[config.mk]
export PLATFORM = sky130hd
export DESIGN_NAME = gregorian_date_counter
export DESIGN_NICKNAME = d
export VERILOG_FILES = /design/src/rtl/gdc_pkg.sv /design/src/rtl/gdc_next_date.sv /design/src/rtl/gdc_compare.sv /design/src/rtl/gregorian_date_counter.sv
export SDC_FILE = /design/constraint.sdc
export NUM_CORES = 1
export LEC_CHECK = 0
export BUFFER_PORTS_ARGS = -buffer_cell sky130_fd_sc_hd__buf_2
export CORE_MARGIN = 5
export CORE_UTILIZATION = 50
export DETAILED_ROUTE_END_ITERATION = 6
export PLACE_DENSITY = 0.72
export SYNTH_ARGS = -nofsm -noshare
export SYNTH_HDL_FRONTEND = slang
export SYNTH_SLANG_ARGS = --single-unit
[constraint.sdc]
create_clock -name aclk -period 4.71 [get_ports aclk]
set_input_delay 0.7065 -clock aclk [delete_from_list [all_inputs] [get_ports aclk]]
set_output_delay 0.7065 -clock aclk [all_outputs]
set_load 0.01 [all_outputs]
[src/rtl/gdc_pkg.sv]
`timescale 1ns / 1ps
// ----------------------------------------------------------------------------
// gdc_pkg
// Shared widths, operation codes, reset date and status types of the
// Gregorian date counter.
// ----------------------------------------------------------------------------
package gdc_pkg;

    localparam int DAY_W   = 5;
    localparam int MONTH_W = 4;
    localparam int YEAR_W  = 14;
    localparam int OP_W    = 2;

    typedef logic [DAY_W-1:0]   day_t;
    typedef logic [MONTH_W-1:0] month_t;
    typedef logic [YEAR_W-1:0]  year_t;
    typedef logic [OP_W-1:0]    op_t;

    localparam op_t OP_LOAD    = 2'd0;
    localparam op_t OP_ADVANCE = 2'd1;
    localparam op_t OP_COMPARE = 2'd2;

    localparam day_t   RESET_DAY   = 5'd1;
    localparam month_t RESET_MONTH = 4'd1;
    localparam year_t  RESET_YEAR  = 14'd1970;

    localparam month_t MONTHS_PER_YEAR = 4'd12;

    // Date one day after the held date, with the year limit flag.
    typedef struct packed {
        day_t   day;
        month_t month;
        year_t  year;
        logic   overflow;
    } next_date_t;

    // Ordering of the held date against a given date.
    typedef struct packed {
        logic lt;
        logic eq;
        logic gt;
    } cmp_result_t;

endpackage

[src/rtl/gdc_next_date.sv]
`timescale 1ns / 1ps
// ----------------------------------------------------------------------------
// gdc_next_date
// Computes the calendar date one day after the given date, using Gregorian
// month lengths, and flags a step past the last supported year.
// ----------------------------------------------------------------------------
module gdc_next_date
    import gdc_pkg::*;
#(
    parameter int MAX_YEAR = 9999
) (
    input  day_t       cur_day,
    input  month_t     cur_month,
    input  year_t      cur_year,
    output next_date_t next_date
);

    localparam logic [YEAR_W:0] MAX_YEAR_W = (YEAR_W + 1)'(MAX_YEAR);
    // Inverse of 25 modulo 2**12, and the largest multiple bound for the test.
    localparam logic [11:0] INV25      = 12'd3113;
    localparam logic [11:0] DIV25_MAX  = 12'd163;

    logic [11:0]      quarter;
    logic [11:0]      quarter_mul;
    logic             div4;
    logic             div100;
    logic             div400;
    logic             leap;
    day_t             month_len;
    logic [DAY_W:0]   day_inc;
    logic             wrap_month;
    month_t           month_inc;
    logic [YEAR_W:0]  year_inc;

    // A multiple of 4 is a multiple of 100 when its quarter is a multiple of
    // 25; an odd divisor is tested by multiplying with its modular inverse.
    // Given a multiple of 100, it is a multiple of 400 when it is one of 16.
    assign quarter     = cur_year[YEAR_W-1:2];
    assign quarter_mul = 12'(quarter * INV25);
    assign div4        = (cur_year[1:0] == 2'd0);
    assign div100      = div4 && (quarter_mul <= DIV25_MAX);
    assign div400      = div100 && (cur_year[3:0] == 4'd0);
    assign leap        = (div4 && !div100) || div400;

    always_comb begin
        case (cur_month)
            4'd1, 4'd3, 4'd5, 4'd7, 4'd8, 4'd10, 4'd12: month_len = 5'd31;
            4'd4, 4'd6, 4'd9, 4'd11:                    month_len = 5'd30;
            4'd2:    month_len = leap ? 5'd29 : 5'd28;
            default: month_len = 5'd0;
        endcase
    end

    assign day_inc    = {1'b0, cur_day} + 6'd1;
    assign wrap_month = (day_inc > {1'b0, month_len});
    assign month_inc  = wrap_month ? (cur_month + 4'd1) : cur_month;
    assign year_inc   = {1'b0, cur_year} + 15'd1;

    always_comb begin
        next_date.day      = wrap_month ? RESET_DAY : day_inc[DAY_W-1:0];
        next_date.month    = month_inc;
        next_date.year     = cur_year;
        next_date.overflow = 1'b0;
        if (month_inc > MONTHS_PER_YEAR) begin
            next_date.day      = RESET_DAY;
            next_date.month    = RESET_MONTH;
            next_date.year     = year_inc[YEAR_W-1:0];
            next_date.overflow = (year_inc > MAX_YEAR_W);
        end
    end

endmodule

[src/rtl/gdc_compare.sv]
`timescale 1ns / 1ps
// ----------------------------------------------------------------------------
// gdc_compare
// Orders the held date against a given date: year first, then month, then
// day, with no validity check on the given fields.
// ----------------------------------------------------------------------------
module gdc_compare
    import gdc_pkg::*;
(
    input  day_t        cur_day,
    input  month_t      cur_month,
    input  year_t       cur_year,
    input  day_t        given_day,
    input  month_t      given_month,
    input  year_t       given_year,
    output cmp_result_t result
);

    logic [YEAR_W+MONTH_W+DAY_W-1:0] cur_key;
    logic [YEAR_W+MONTH_W+DAY_W-1:0] given_key;

    assign cur_key   = {cur_year, cur_month, cur_day};
    assign given_key = {given_year, given_month, given_day};

    assign result.lt = (cur_key < given_key);
    assign result.eq = (cur_key == given_key);
    assign result.gt = !result.lt && !result.eq;

endmodule

[src/rtl/gregorian_date_counter.sv]
`timescale 1ns / 1ps
// ----------------------------------------------------------------------------
// gregorian_date_counter
// Holds a calendar date and serves load, advance and compare requests.
// ----------------------------------------------------------------------------
// Usage:
//   Requests arrive on the s_ channel (s_op, s_day, s_month, s_year) with a
//   valid/ready handshake; each request gives exactly one result on the m_
//   channel. Load stores a checked date or flags range_error and keeps the
//   old one; advance returns the date before the step and moves one day on;
//   compare sets one of is_less, is_equal, is_greater.
//   A request passes one input register, then one pass through the date
//   logic into the result register, which drives m_valid and the result.
//   Throughput is one request per cycle while the receiver takes results;
//   the held date is read and written in that single pass, so back-to-back
//   requests see each other's effect.
//   When the receiver stalls, the result register holds and the input
//   register still takes one more request, after which s_ready drops until
//   the result is taken.
//   Reset (aresetn low, synchronous) empties both registers and sets the
//   held date to 1/1/1970.
// ----------------------------------------------------------------------------
module gregorian_date_counter
    import gdc_pkg::*;
#(
    parameter int MIN_YEAR = 1970,
    parameter int MAX_YEAR = 9999
) (
    input  logic   aclk,
    input  logic   aresetn,

    input  logic   s_valid,
    output logic   s_ready,
    input  op_t    s_op,
    input  day_t   s_day,
    input  month_t s_month,
    input  year_t  s_year,

    output logic   m_valid,
    input  logic   m_ready,
    output day_t   m_out_day,
    output month_t m_out_month,
    output year_t  m_out_year,
    output logic   m_is_less,
    output logic   m_is_equal,
    output logic   m_is_greater,
    output logic   m_range_error
);

    localparam year_t MIN_YEAR_W = YEAR_W'(MIN_YEAR);
    localparam year_t MAX_YEAR_W = YEAR_W'(MAX_YEAR);

    logic        in_valid_reg;
    op_t         in_op_reg;
    day_t        in_day_reg;
    month_t      in_month_reg;
    year_t       in_year_reg;

    day_t        cur_day_reg,   cur_day_next;
    month_t      cur_month_reg, cur_month_next;
    year_t       cur_year_reg,  cur_year_next;

    logic        out_valid_reg;
    day_t        out_day_reg,   out_day_next;
    month_t      out_month_reg, out_month_next;
    year_t       out_year_reg,  out_year_next;
    cmp_result_t out_cmp_reg,   out_cmp_next;
    logic        out_err_reg,   out_err_next;

    logic        step;
    logic        load_ok;
    next_date_t  next_date;
    cmp_result_t cmp_result;

    // The request in the input register moves on whenever the result
    // register is empty or being emptied.
    assign step    = in_valid_reg && (!out_valid_reg || m_ready);
    assign s_ready = !in_valid_reg || step;

    gdc_next_date #(
        .MAX_YEAR (MAX_YEAR)
    ) u_next_date (
        .cur_day   (cur_day_reg),
        .cur_month (cur_month_reg),
        .cur_year  (cur_year_reg),
        .next_date (next_date)
    );

    gdc_compare u_compare (
        .cur_day     (cur_day_reg),
        .cur_month   (cur_month_reg),
        .cur_year    (cur_year_reg),
        .given_day   (in_day_reg),
        .given_month (in_month_reg),
        .given_year  (in_year_reg),
        .result      (cmp_result)
    );

    assign load_ok = (in_day_reg != 5'd0) &&
                     (in_month_reg != 4'd0) && (in_month_reg <= MONTHS_PER_YEAR) &&
                     (in_year_reg >= MIN_YEAR_W) && (in_year_reg <= MAX_YEAR_W);

    always_comb begin
        cur_day_next   = cur_day_reg;
        cur_month_next = cur_month_reg;
        cur_year_next  = cur_year_reg;
        out_day_next   = cur_day_reg;
        out_month_next = cur_month_reg;
        out_year_next  = cur_year_reg;
        out_cmp_next   = '0;
        out_err_next   = 1'b0;
        case (in_op_reg)
            OP_LOAD: begin
                if (load_ok) begin
                    cur_day_next   = in_day_reg;
                    cur_month_next = in_month_reg;
                    cur_year_next  = in_year_reg;
                    out_day_next   = in_day_reg;
                    out_month_next = in_month_reg;
                    out_year_next  = in_year_reg;
                end else begin
                    out_err_next = 1'b1;
                end
            end
            OP_ADVANCE: begin
                if (next_date.overflow) begin
                    out_err_next = 1'b1;
                end else begin
                    cur_day_next   = next_date.day;
                    cur_month_next = next_date.month;
                    cur_year_next  = next_date.year;
                end
            end
            OP_COMPARE: begin
                out_cmp_next = cmp_result;
            end
            default: begin
                out_cmp_next = '0;
            end
        endcase
    end

    always_ff @(posedge aclk) begin
        if (!aresetn) begin
            in_valid_reg  <= 1'b0;
            out_valid_reg <= 1'b0;
            cur_day_reg   <= RESET_DAY;
            cur_month_reg <= RESET_MONTH;
            cur_year_reg  <= RESET_YEAR;
        end else begin
            if (s_valid && s_ready) begin
                in_valid_reg <= 1'b1;
            end else if (step) begin
                in_valid_reg <= 1'b0;
            end
            if (step) begin
                out_valid_reg <= 1'b1;
                cur_day_reg   <= cur_day_next;
                cur_month_reg <= cur_month_next;
                cur_year_reg  <= cur_year_next;
            end else if (m_ready) begin
                out_valid_reg <= 1'b0;
            end
        end
    end

    always_ff @(posedge aclk) begin
        if (s_valid && s_ready) begin
            in_op_reg    <= s_op;
            in_day_reg   <= s_day;
            in_month_reg <= s_month;
            in_year_reg  <= s_year;
        end
        if (step) begin
            out_day_reg   <= out_day_next;
            out_month_reg <= out_month_next;
            out_year_reg  <= out_year_next;
            out_cmp_reg   <= out_cmp_next;
            out_err_reg   <= out_err_next;
        end
    end

    assign m_valid       = out_valid_reg;
    assign m_out_day     = out_day_reg;
    assign m_out_month   = out_month_reg;
    assign m_out_year    = out_year_reg;
    assign m_is_less     = out_cmp_reg.lt;
    assign m_is_equal    = out_cmp_reg.eq;
    assign m_is_greater  = out_cmp_reg.gt;
    assign m_range_error = out_err_reg;

    // The held date always stays a date the counter can reach.
    a_month_in_range: assert property (@(posedge aclk) disable iff (!aresetn)
        (cur_month_reg != 4'd0) && (cur_month_reg <= MONTHS_PER_YEAR))
        else $error("held month out of range");

    a_day_nonzero: assert property (@(posedge aclk) disable iff (!aresetn)
        cur_day_reg != 5'd0)
        else $error("held day is zero");

    // A stalled result must not let a later request change the date.
    a_stall_holds_date: assert property (@(posedge aclk) disable iff (!aresetn)
        (m_valid && !m_ready) |=> ($stable(cur_day_reg) && $stable(cur_month_reg) &&
                                   $stable(cur_year_reg)))
        else $error("held date changed while the result was stalled");

    // A compare result carries exactly one ordering flag and no error.
    a_cmp_flags: assert property (@(posedge aclk) disable iff (!aresetn)
        (m_valid && (m_is_less || m_is_equal || m_is_greater)) |->
            ($onehot({m_is_less, m_is_equal, m_is_greater}) && !m_range_error))
        else $error("inconsistent compare flags");

    // The input register never drops a request while the result side is busy.
    a_no_overwrite: assert property (@(posedge aclk) disable iff (!aresetn)
        (in_valid_reg && !step) |-> !s_ready)
        else $error("input register ready while holding a stalled request");

endmodule

==> flow_metrics.tcl, run 1 <==
set metrics [dict create \
    outcome "finished clean" \
    synth_ff_type "edfxtp_1" \
    period_minus_slack_ps 4580 \
    muxShareOfSynthArea 0.0309 \
    syn_nets 690 \
    synth_top_family_by_area "compound AO/OA/AOI/OAI gates" \
    yosys.area_share.xor_xnor 0.0268 \
    ys_ff_latch 77 \
    antenna_left 0 \
    slew_violations 0 \
    utilization 0.601 \
    diodes 0 \
    synth_area_leaders "edfxtp_1, ha_1, dfxtp_1, a21oi_1, o21ai_0" \
    grt_max_degree 30 \
    core_area_um2 10800 \
    final_layout_size_suffix_gt1_frac 0.228 \
    setup_violations 0 \
    start_util 0.512 \
    p_per_area_nw_per_um2 272 \
    h-tree-depth 3 \
    wl_per_cell_um 20.1 \
    peakVddDrop_uv 188 \
    die_h_um 115 \
    cp_slowest_cell "fa_1" \
    synth-adder-area-share 0.159 \
    leakage_nw 2.73 \
    arrival_ps 4880 \
    synth-simple-area-share 0.154 \
    cap_violations 0 \
    ys_warn_count 0 \
    place_area_um2 6120 \
    cts_tree "yes" \
    crit_buf_inv 4 \
    num_io_pins 58 \
    slew_headroom 0.244 \
    ctsRootBufferMaster "clkbuf_8" \
    path_class "flip-flop to flip-flop" \
    fmax_mhz 218 \
    die-area_um2 13300 \
    vias 4994 \
    max_stage_delay_ps 510 \
    skew_ps 14.5 \
    hold_class "input pin to flip-flop" \
    syn_area_per_cell_um2 9.35 \
    io_buffers 57 \
    synth_edf_count 52 \
    hold_viol_final 0 \
    wl_um 16300 \
    ys_types 69 \
    drc 0 \
    final_nets 761 \
    num_rows 38 \
    finalSetupTns_ps 0 \
    firstDrtPassIters 6 \
    finalCritPeriodShare 0.972 \
    cp-end-kind "flip-flop" \
    cts_setup_buffers 0 \
    synth_compound_area_frac 0.196 \
    seq_area_frac_synth 0.371 \
    async_flop_share 0 \
    netlist_instances 594 \
    cts_buffers 9 \
    critPathLaunchType "flip-flop" \
    viasPerCell 6.17 \
    synth_top_area_share 0.281 \
    path_clk_slew_ps 90 \
    grt_pass1_wl_um 25200 \
    crit_fanout 3 \
    gp_congestion 0.959 \
    syn_area_um2 5550 \
    dp_hpwl_um 11900 \
    yosys.area.top_type "edfxtp_1" \
    final_area_um2 6520 \
    drt-initial-drc-count 506 \
    insertion_delay_ps 370 \
    critPathTopFamily "compound AO/OA/AOI/OAI gates" \
    cts.path.max_buffers 2 \
    worstPathCellList "ha_1, inv_1, fa_1, inv_2, ha_4, buf_4, ha_4, a21o_1, a21oi_2, o21bai_1, a21oi_1, xor2_1, a41oi_2, ha_2, nor2b_1, o21a_1, o21ai_4, buf_4, a221o_1, o311ai_2, o211ai_1, and3_1, a211oi_2" \
    dieWidth_um 115 \
    grt_overflow 0 \
    cts.sinks 77 \
    cts_hold_buf 0 \
    tightest_slew_ps 1130 \
    track_usage 0.246 \
    syn_to_final_growth_pct 17.4 \
    cp.required_ps 5010 \
    grt_pass1_vias 4835 \
    antenna_found_initial 0 \
]
-- timing repair --
action	CTS	global route
setup endpoints to repair	22	22
gates cloned	0	1
hold endpoints to repair	0	0
gates resized for setup	9	29
pin swaps	6	21
-- per-stage QoR --
| step | cells | total power [mW] | setup WS (ps) | hold slack [ps] |
|---|---|---|---|---|
| after floorplan | 594 | 0.996 | 47.3 | 487 |
| after global placement | 793 | 1.09 | 3.85 | 509 |
| after detailed placement | 793 | 1.10 | -137 | 514 |
| after CTS | 809 | 1.77 | 1.98 | 488 |
| after global routing | 810 | 1.85 | -71.9 | 487 |
| final | 810 | 1.78 | 130 | 502 |
-- layout make-up --
cell class / count / area [um^2]
Timing Repair Buffer: 91 / 542
Clock inverter: 7 / 138
Sequential cell: 77 / 2070
Fill cell: 921 / 4320
Inverter: 51 / 191
Multi-Input combinational cell: 435 / 3280
Clock buffer: 9 / 124
Tap cell: 140 / 175
-- placed cells by master, fill, tap and decap left out, types with 12 or more instances in the layout --
| cell | netlist | routed |
|---|---|---|
| buf_2 | 7 | 58 |
| ha_1 | 61 | 57 |
| edfxtp_1 | 52 | 52 |
| inv_1 | 50 | 49 |
| nand2_1 | 44 | 44 |
| a21oi_1 | 42 | 37 |
| o21ai_0 | 40 | 33 |
| nor2_1 | 33 | 32 |
| buf_4 | 2 | 32 |
| dfxtp_1 | 25 | 23 |
| nand3_1 | 22 | 22 |
| xnor2_1 | 14 | 12 |
| nand4_1 | 12 | 12 |
-- worst paths after layout --
path,startpoint,cells after the start,to,slack (ps)
hold reg to reg,in_valid_reg,2,m_valid,530
hold / removal,s_month[1],1,in_month_reg[1],500
setup reg to reg,cur_year_reg[3],23,cur_month_reg[2],130
setup / recovery,cur_year_reg[3],23,cur_month_reg[2],130
-- logic make-up (layout without fill, tap and decap cells) --
kind of cell | Yosys count | after routing
compound gates | 165 | 165
xor+xnor | 17 | 17
fa+ha+maj | 67 | 67
buf+inv | 82 | 158
flops | 77 | 77
mux | 16 | 16
simple gates | 170 | 170
-- synthesized netlist by cell type (4+ instances only) --
library cell	instances
nand2_1	44
and3_1	5
mux2_2	9
nor4_1	7
o21a_1	5
or2_2	4
inv_1	50
nand2b_1	5
a211oi_1	9
a32oi_1	4
xnor2_1	14
nand3_1	22
a21oi_1	42
nor2b_1	8
nor3_1	8
buf_2	7
and2_1	7
ha_1	61
nand4_1	12
mux2i_1	7
or3_1	4
o32ai_1	8
a31oi_1	5
o21ai_0	40
o22ai_1	8
edfxtp_1	52
a21o_1	4
nor2_1	33
clkbuf_1	17
fa_1	6
o211ai_1	8
dfxtp_1	25
-- power by group --
part	total [mW]	switching (mW)	internal (mW)
combinational	0.332	0.191	0.141
clock	0.654	0.251	0.403
sequential	0.790	0.0346	0.755
total	1.78	0.476	1.30
-- layer usage --
layer / GRT usage / vias to the layer above / routed length [um]
li1: - / 2341 / -
met1: 0.342 / 2329 / 6850
met2: 0.375 / 282 / 7190
met3: 0.0584 / 42 / 1800
met4: 0.0845 / 0 / 426
met5: 0 / - / 0
-- worst reg2reg max path: cells and delay by family, from the launching register on --
kind                       cells  cell delay [ps]
adders and majority gates      5             1460
AOI/OAI and AO/OA             11             1860
DFF                            1              330
xor gates and xnor gates       1              200
buffers and inverters          4              390
and+or+nand+nor                2              290
No activity file was read; power rests on OpenSTA's default activity.
==> run 2: changes to the inputs <==
--- a/config.mk
+++ b/config.mk
@@ -5,6 +5,7 @@
 export SDC_FILE = /design/constraint.sdc
 export NUM_CORES = 1
 export LEC_CHECK = 0
+export ABC_AREA = 1
 export BUFFER_PORTS_ARGS = -buffer_cell sky130_fd_sc_hd__buf_2
 export CORE_MARGIN = 5
 export CORE_UTILIZATION = 50
==> flow_metrics.tcl, run 2 <==
set metrics [dict create \
    synth_top_area_share 0.276 \
    hold_class "flip-flop to flip-flop" \
    tightest_slew_ps 1310 \
    seq_area_frac_synth 0.365 \
    crit_buf_inv 3 \
    utilization 0.600 \
    dieWidth_um 116 \
    antenna_left 0 \
    leakage_nw 3.18 \
    core_area_um2 10900 \
    synth_area_leaders "edfxtp_1, ha_1, nand2_1, dfxtp_1, inv_1" \
    syn_area_per_cell_um2 8.04 \
    seq_power_share 0.402 \
    slew_violations 0 \
    synth_edf_count 52 \
    layout_common_cells "nand2_1, inv_1, o21ai_0, ha_1, buf_2" \
    setup_violations 0 \
    hold_viol_final 0 \
    cap_violations 0 \
    cp_slowest_cell "fa_1" \
    dp_hpwl_um 11400 \
    cts.path.max_buffers 2 \
    crit_cells 33 \
    worstRegToRegCells 33 \
    yosys.area.top_type "edfxtp_1" \
    ys_ff_latch 77 \
    final_nets 867 \
    die_h_um 116 \
    outcome "finished clean" \
    drt-initial-drc-count 428 \
    crit_fanout 7 \
    max_stage_delay_ps 500 \
    wl_per_cell_um 16.2 \
    diodes 0 \
    crit_start "cur_year_reg[4]" \
    die-area_um2 13500 \
    arrival_ps 4670 \
    swShare 0.295 \
    viasPerCell 5.45 \
    p_sw_mw 0.583 \
    power_frac_comb 0.225 \
    synthTopCellsByCount "nand2_1, inv_1, o21ai_0, ha_1, nor2_1" \
    r2r_start "cur_year_reg[4]" \
    cts_hold_buf 0 \
    drc 0 \
    reg2reg_to "cur_year_reg[4]" \
    firstDrtPassIters 5 \
    reg2reg_slack_ps 310 \
    cp.required_ps 4980 \
    num_rows 38 \
    ys_warn_count 0 \
    gp_congestion 1.00 \
    io_buffers 57 \
    syn_nets 799 \
    h-tree-depth 3 \
    ys_types 42 \
    grt_overflow 0 \
    hold_ws_ps 537 \
    p_per_area_nw_per_um2 302 \
    async_flop_share 0 \
    path_clk_slew_ps 60 \
    period_minus_slack_ps 4400 \
    cp-end-kind "flip-flop" \
    finalCritPeriodShare 0.934 \
    num_io_pins 58 \
    vias 4996 \
    worstSetupEndpoint "cur_year_reg[4]" \
    cts.sinks 77 \
    grt_pass1_wl_um 23200 \
    start_util 0.517 \
    skew_ps 7.05 \
    cts_tree "yes" \
    slew_headroom 0.127 \
    yosysMostFrequentCell "nand2_1" \
    antenna_found_initial 0 \
    cts_buffers 9 \
    track_usage 0.222 \
    ctsRootBufferMaster "clkbuf_16" \
    insertion_delay_ps 340 \
    p_int_mw 1.40 \
    grt_pass1_vias 4603 \
    synth_ff_type "edfxtp_1" \
    fmax_mhz 227 \
    grt_max_degree 47 \
    syn_to_final_growth_pct 16.1 \
    pwr-share-clk 0.373 \
    final_common_cell "nand2_1" \
    final_layout_size_suffix_gt1_frac 0.183 \
    critPathLaunchType "flip-flop" \
    crit_top_cell "nand2_1" \
    wl_um 14900 \
    syn_area_um2 5650 \
    layout.cells.non_filler 916 \
    peakVddDrop_uv 195 \
    netlist_instances 703 \
    critPathTopFamily "simple AND/OR/NAND/NOR gates" \
    path_class "flip-flop to flip-flop" \
    post-place-cells 897 \
]
==> run 2: cell types whose count changed in the layout (fill, tap and decap cells not counted), sizes merged, moves of 21 or more <==
cell / delta
nand2: +147
inv: +41
nor2: +34
a21oi: -25
nand3: +22
o21ai: +21
==> run 2: repair_timing <==
| action | 4_1_cts | 5_1_grt |
|---|---|---|
| resized for setup | 0 | 15 |
| setup buffers | 0 | 0 |
| endpoints found under the setup margin | 0 | 23 |
| endpoints found under the hold margin | 0 | 0 |
==> run 2: kinds of logic (layout without fill, tap and decap cells) <==
| family | count (synthesis) | in the layout | share of synthesized area |
|---|---|---|---|
| DFF | 77 | 77 | 0.365 |
| and+or+nand+nor | 327 | 330 | 0.270 |
| AOI/OAI and AO/OA | 104 | 104 | 0.102 |
| buffers and inverters | 111 | 181 | 0.0799 |
| adders and majority gates | 67 | 67 | 0.156 |
| xor gates and xnor gates | 17 | 17 | 0.0264 |
==> run 2: how the worst min path moves through the flow <==
stage / startpoint / endpoint / slack, ps / cells after the start
detailed placement: in_valid_reg / m_valid / 520 / 2
global route: s_day[4] / in_day_reg[4] / 530 / 1
finish: in_valid_reg / m_valid / 540 / 2
global placement: m_valid / m_valid / 510 / 2
CTS: in_valid_reg / m_valid / 530 / 2
floorplan: in_valid_reg / m_valid / 450 / 2
==> run 2: worst min-delay path: cells and delay by family, from the launching register on <==
family	cells	cell delay (ps)
flip-flops	1	310
buffers and inverters	1	100
AO/OA/AOI/OAI	1	80
==> run 2: routing by layer <==
metal,global-route usage,routed length (um),up-vias
met5,0,0,-
met2,0.330,6400,240
li1,-,-,2482
met4,0.0665,261,0
met3,0.0446,1520,21
met1,0.327,6690,2253
==> run 2: stage by stage <==
| stage | setup WS (ps) | setup TNS [ps] | total power [mW] | area, um^2 |
|---|---|---|---|---|
| 6_report | 309 | 0 | 1.98 | 6560 |
| 5_1_grt | -21.2 | -43.7 | 2.08 | 6560 |
| 4_1_cts | 131 | 0 | 1.97 | 6440 |
| 3_5_place_dp | 186 | 0 | 1.23 | 6140 |
| 3_3_place_gp | 283 | 0 | 1.21 | 6140 |
| 2_1_floorplan | 433 | 0 | 1.10 | 5650 |
==> run 2: area by class of cell <==
cell class                      instances  area, um^2
Fill cell                             974        4380
Timing Repair Buffer                   73         405
Sequential cell                        77        2060
Clock inverter                          4        72.6
Clock buffer                           12         236
Multi-Input combinational cell        518        3260
Tap cell                              140         175
Inverter                               92         345
==> run 2: power by group through the flow <==
stage / Sequential, mW / Combinational [mW] / Clock [mW]
2_1_floorplan: 0.809 / 0.289 / 0
3_3_place_gp: 0.809 / 0.399 / 0
3_5_place_dp: 0.810 / 0.416 / 0
4_1_cts: 0.796 / 0.419 / 0.750
5_1_grt: 0.800 / 0.503 / 0.777
6_report: 0.797 / 0.446 / 0.738
==> run 3: changes to the inputs <==
--- a/config.mk
+++ b/config.mk
@@ -7,7 +7,6 @@
 export LEC_CHECK = 0
 export ABC_AREA = 1
 export BUFFER_PORTS_ARGS = -buffer_cell sky130_fd_sc_hd__buf_2
-export CORE_MARGIN = 5
 export CORE_UTILIZATION = 50
 export DETAILED_ROUTE_END_ITERATION = 6
 export PLACE_DENSITY = 0.72
==> flow_metrics.tcl, run 3 (synthesis gave the netlist of run 2 again) <==
set metrics [dict create \
    hold_ws_ps 533 \
    dieWidth_um 108 \
    drt-initial-drc-count 503 \
    finalCritPeriodShare 0.959 \
    cts_hold_buf 0 \
    place_area_um2 6170 \
    max_stage_delay_ps 510 \
    num_io_pins 58 \
    dr_wl_met2_um 6840 \
    crit_cells 34 \
    final_layout_size_suffix_gt1_frac 0.227 \
    finalSetupTns_ps 0 \
    grt_max_degree 43 \
    hold_viol_final 0 \
    reg2reg_slack_ps 190 \
    num_rows 38 \
    period_minus_slack_ps 4520 \
    dp_hpwl_um 11500 \
    grt_overflow 0 \
    top_layer_used "met4" \
    leakage_nw 3.25 \
    cts_buffers 9 \
    grt_pass1_vias 4671 \
    cts.sinks 77 \
    hold_class "flip-flop to flip-flop" \
    wl_met3_um 1510 \
    skew_ps 8.55 \
    vias 5099 \
    peakVddDrop_uv 216 \
    fmax_mhz 221 \
    io_buffers 57 \
    path_class "flip-flop to flip-flop" \
    cp_slowest_cell "fa_1" \
    antenna_found_initial 0 \
    p_per_area_nw_per_um2 291 \
    wirelength_met1_um 6950 \
    crit_top_cell "nand2_2" \
    arrival_ps 4750 \
    rsz0062_at_grt "true" \
    core_area_um2 10900 \
    crit_fanout 8 \
    whs_path_depth 2 \
    cp.required_ps 4940 \
    final_nets 877 \
    start_util 0.517 \
    syn_to_final_growth_pct 20.3 \
    grt_pass1_wl_um 23300 \
    ctsRootBufferMaster "clkbuf_16" \
    setup_violations 0 \
    final_common_cell "nand2_1" \
    die_h_um 108 \
    diodes 0 \
    final_area_um2 6800 \
    insertion_delay_ps 340 \
    layout_common_cells "nand2_1, inv_1, o21ai_0, buf_2, nor2_1" \
    cap_violations 0 \
    wl_per_cell_um 16.8 \
    gp_congestion 0.994 \
    viasPerCell 5.51 \
    die-area_um2 11700 \
    outcome "finished clean" \
    utilization 0.622 \
    drc 0 \
    slew_headroom 0.185 \
    finalPower_mw 1.98 \
    cp-end-kind "flip-flop" \
    crit_buf_inv 6 \
    cts.path.max_buffers 2 \
    worstRegToRegCells 34 \
    firstDrtPassIters 5 \
    h-tree-depth 3 \
    wl_um 15500 \
    critPathTopFamily "simple AND/OR/NAND/NOR gates" \
    critPathLaunchType "flip-flop" \
    track_usage 0.267 \
    antenna_left 0 \
    slew_violations 0 \
    tightest_slew_ps 1220 \
    path_clk_slew_ps 60 \
    cts_tree "yes" \
]
==> run 3: layout make-up <==
| cell class | instances | area (um^2) |
|---|---|---|
| Clock inverter | 6 | 65.1 |
| Fill cell | 926 | 4140 |
| Sequential cell | 77 | 2080 |
| Multi-Input combinational cell | 517 | 3380 |
| Inverter | 92 | 345 |
| Clock buffer | 9 | 225 |
| Timing Repair Buffer | 84 | 533 |
| Tap cell | 140 | 175 |
==> run 3: worst reg2reg max path, delay by kind of cell (launching register included) <==
kind,cells,cell delay (ps)
AND/OR/NAND/NOR,20,1710
adder cells (fa/ha/maj),5,1610
buffers and inverters,6,410
flip-flops,1,360
AO/OA/AOI/OAI,3,350
==> run 3: through the flow <==
| stage | instances | setup slack (ps) |
|---|---|---|
| floorplan | 703 | 433 |
| global placement | 902 | 254 |
| detailed placement | 902 | 123 |
| global route | 925 | -72.6 |
| finish | 925 | 192 |
| CTS | 917 | 86.4 |
==> run 3: layer usage <==
metal  track usage  vias up
met1         0.387     2332
met2         0.401      250
met4        0.0695        0
li1              -     2498
met5             0        -
met3        0.0573       19
==> run 3: report_power, final <==
part	internal (mW)	switching [mW]
Combinational	0.199	0.301
Sequential	0.764	0.0341
Clock	0.407	0.272
==> run 3: worst paths after layout <==
| path | start | endpoint |
|---|---|---|
| worst max-delay path | cur_year_reg[5] | cur_day_reg[4] |
| worst min-delay path | in_valid_reg | in_valid_reg |
| worst max register to register | cur_year_reg[5] | cur_day_reg[4] |
| worst min register to register | in_valid_reg | in_valid_reg |
==> run 3: timing repair <==
action	in CTS	in global routing
gates resized for setup	0	52
setup endpoints to repair	0	24
endpoints found under the hold margin	0	0
setup buffers	0	6
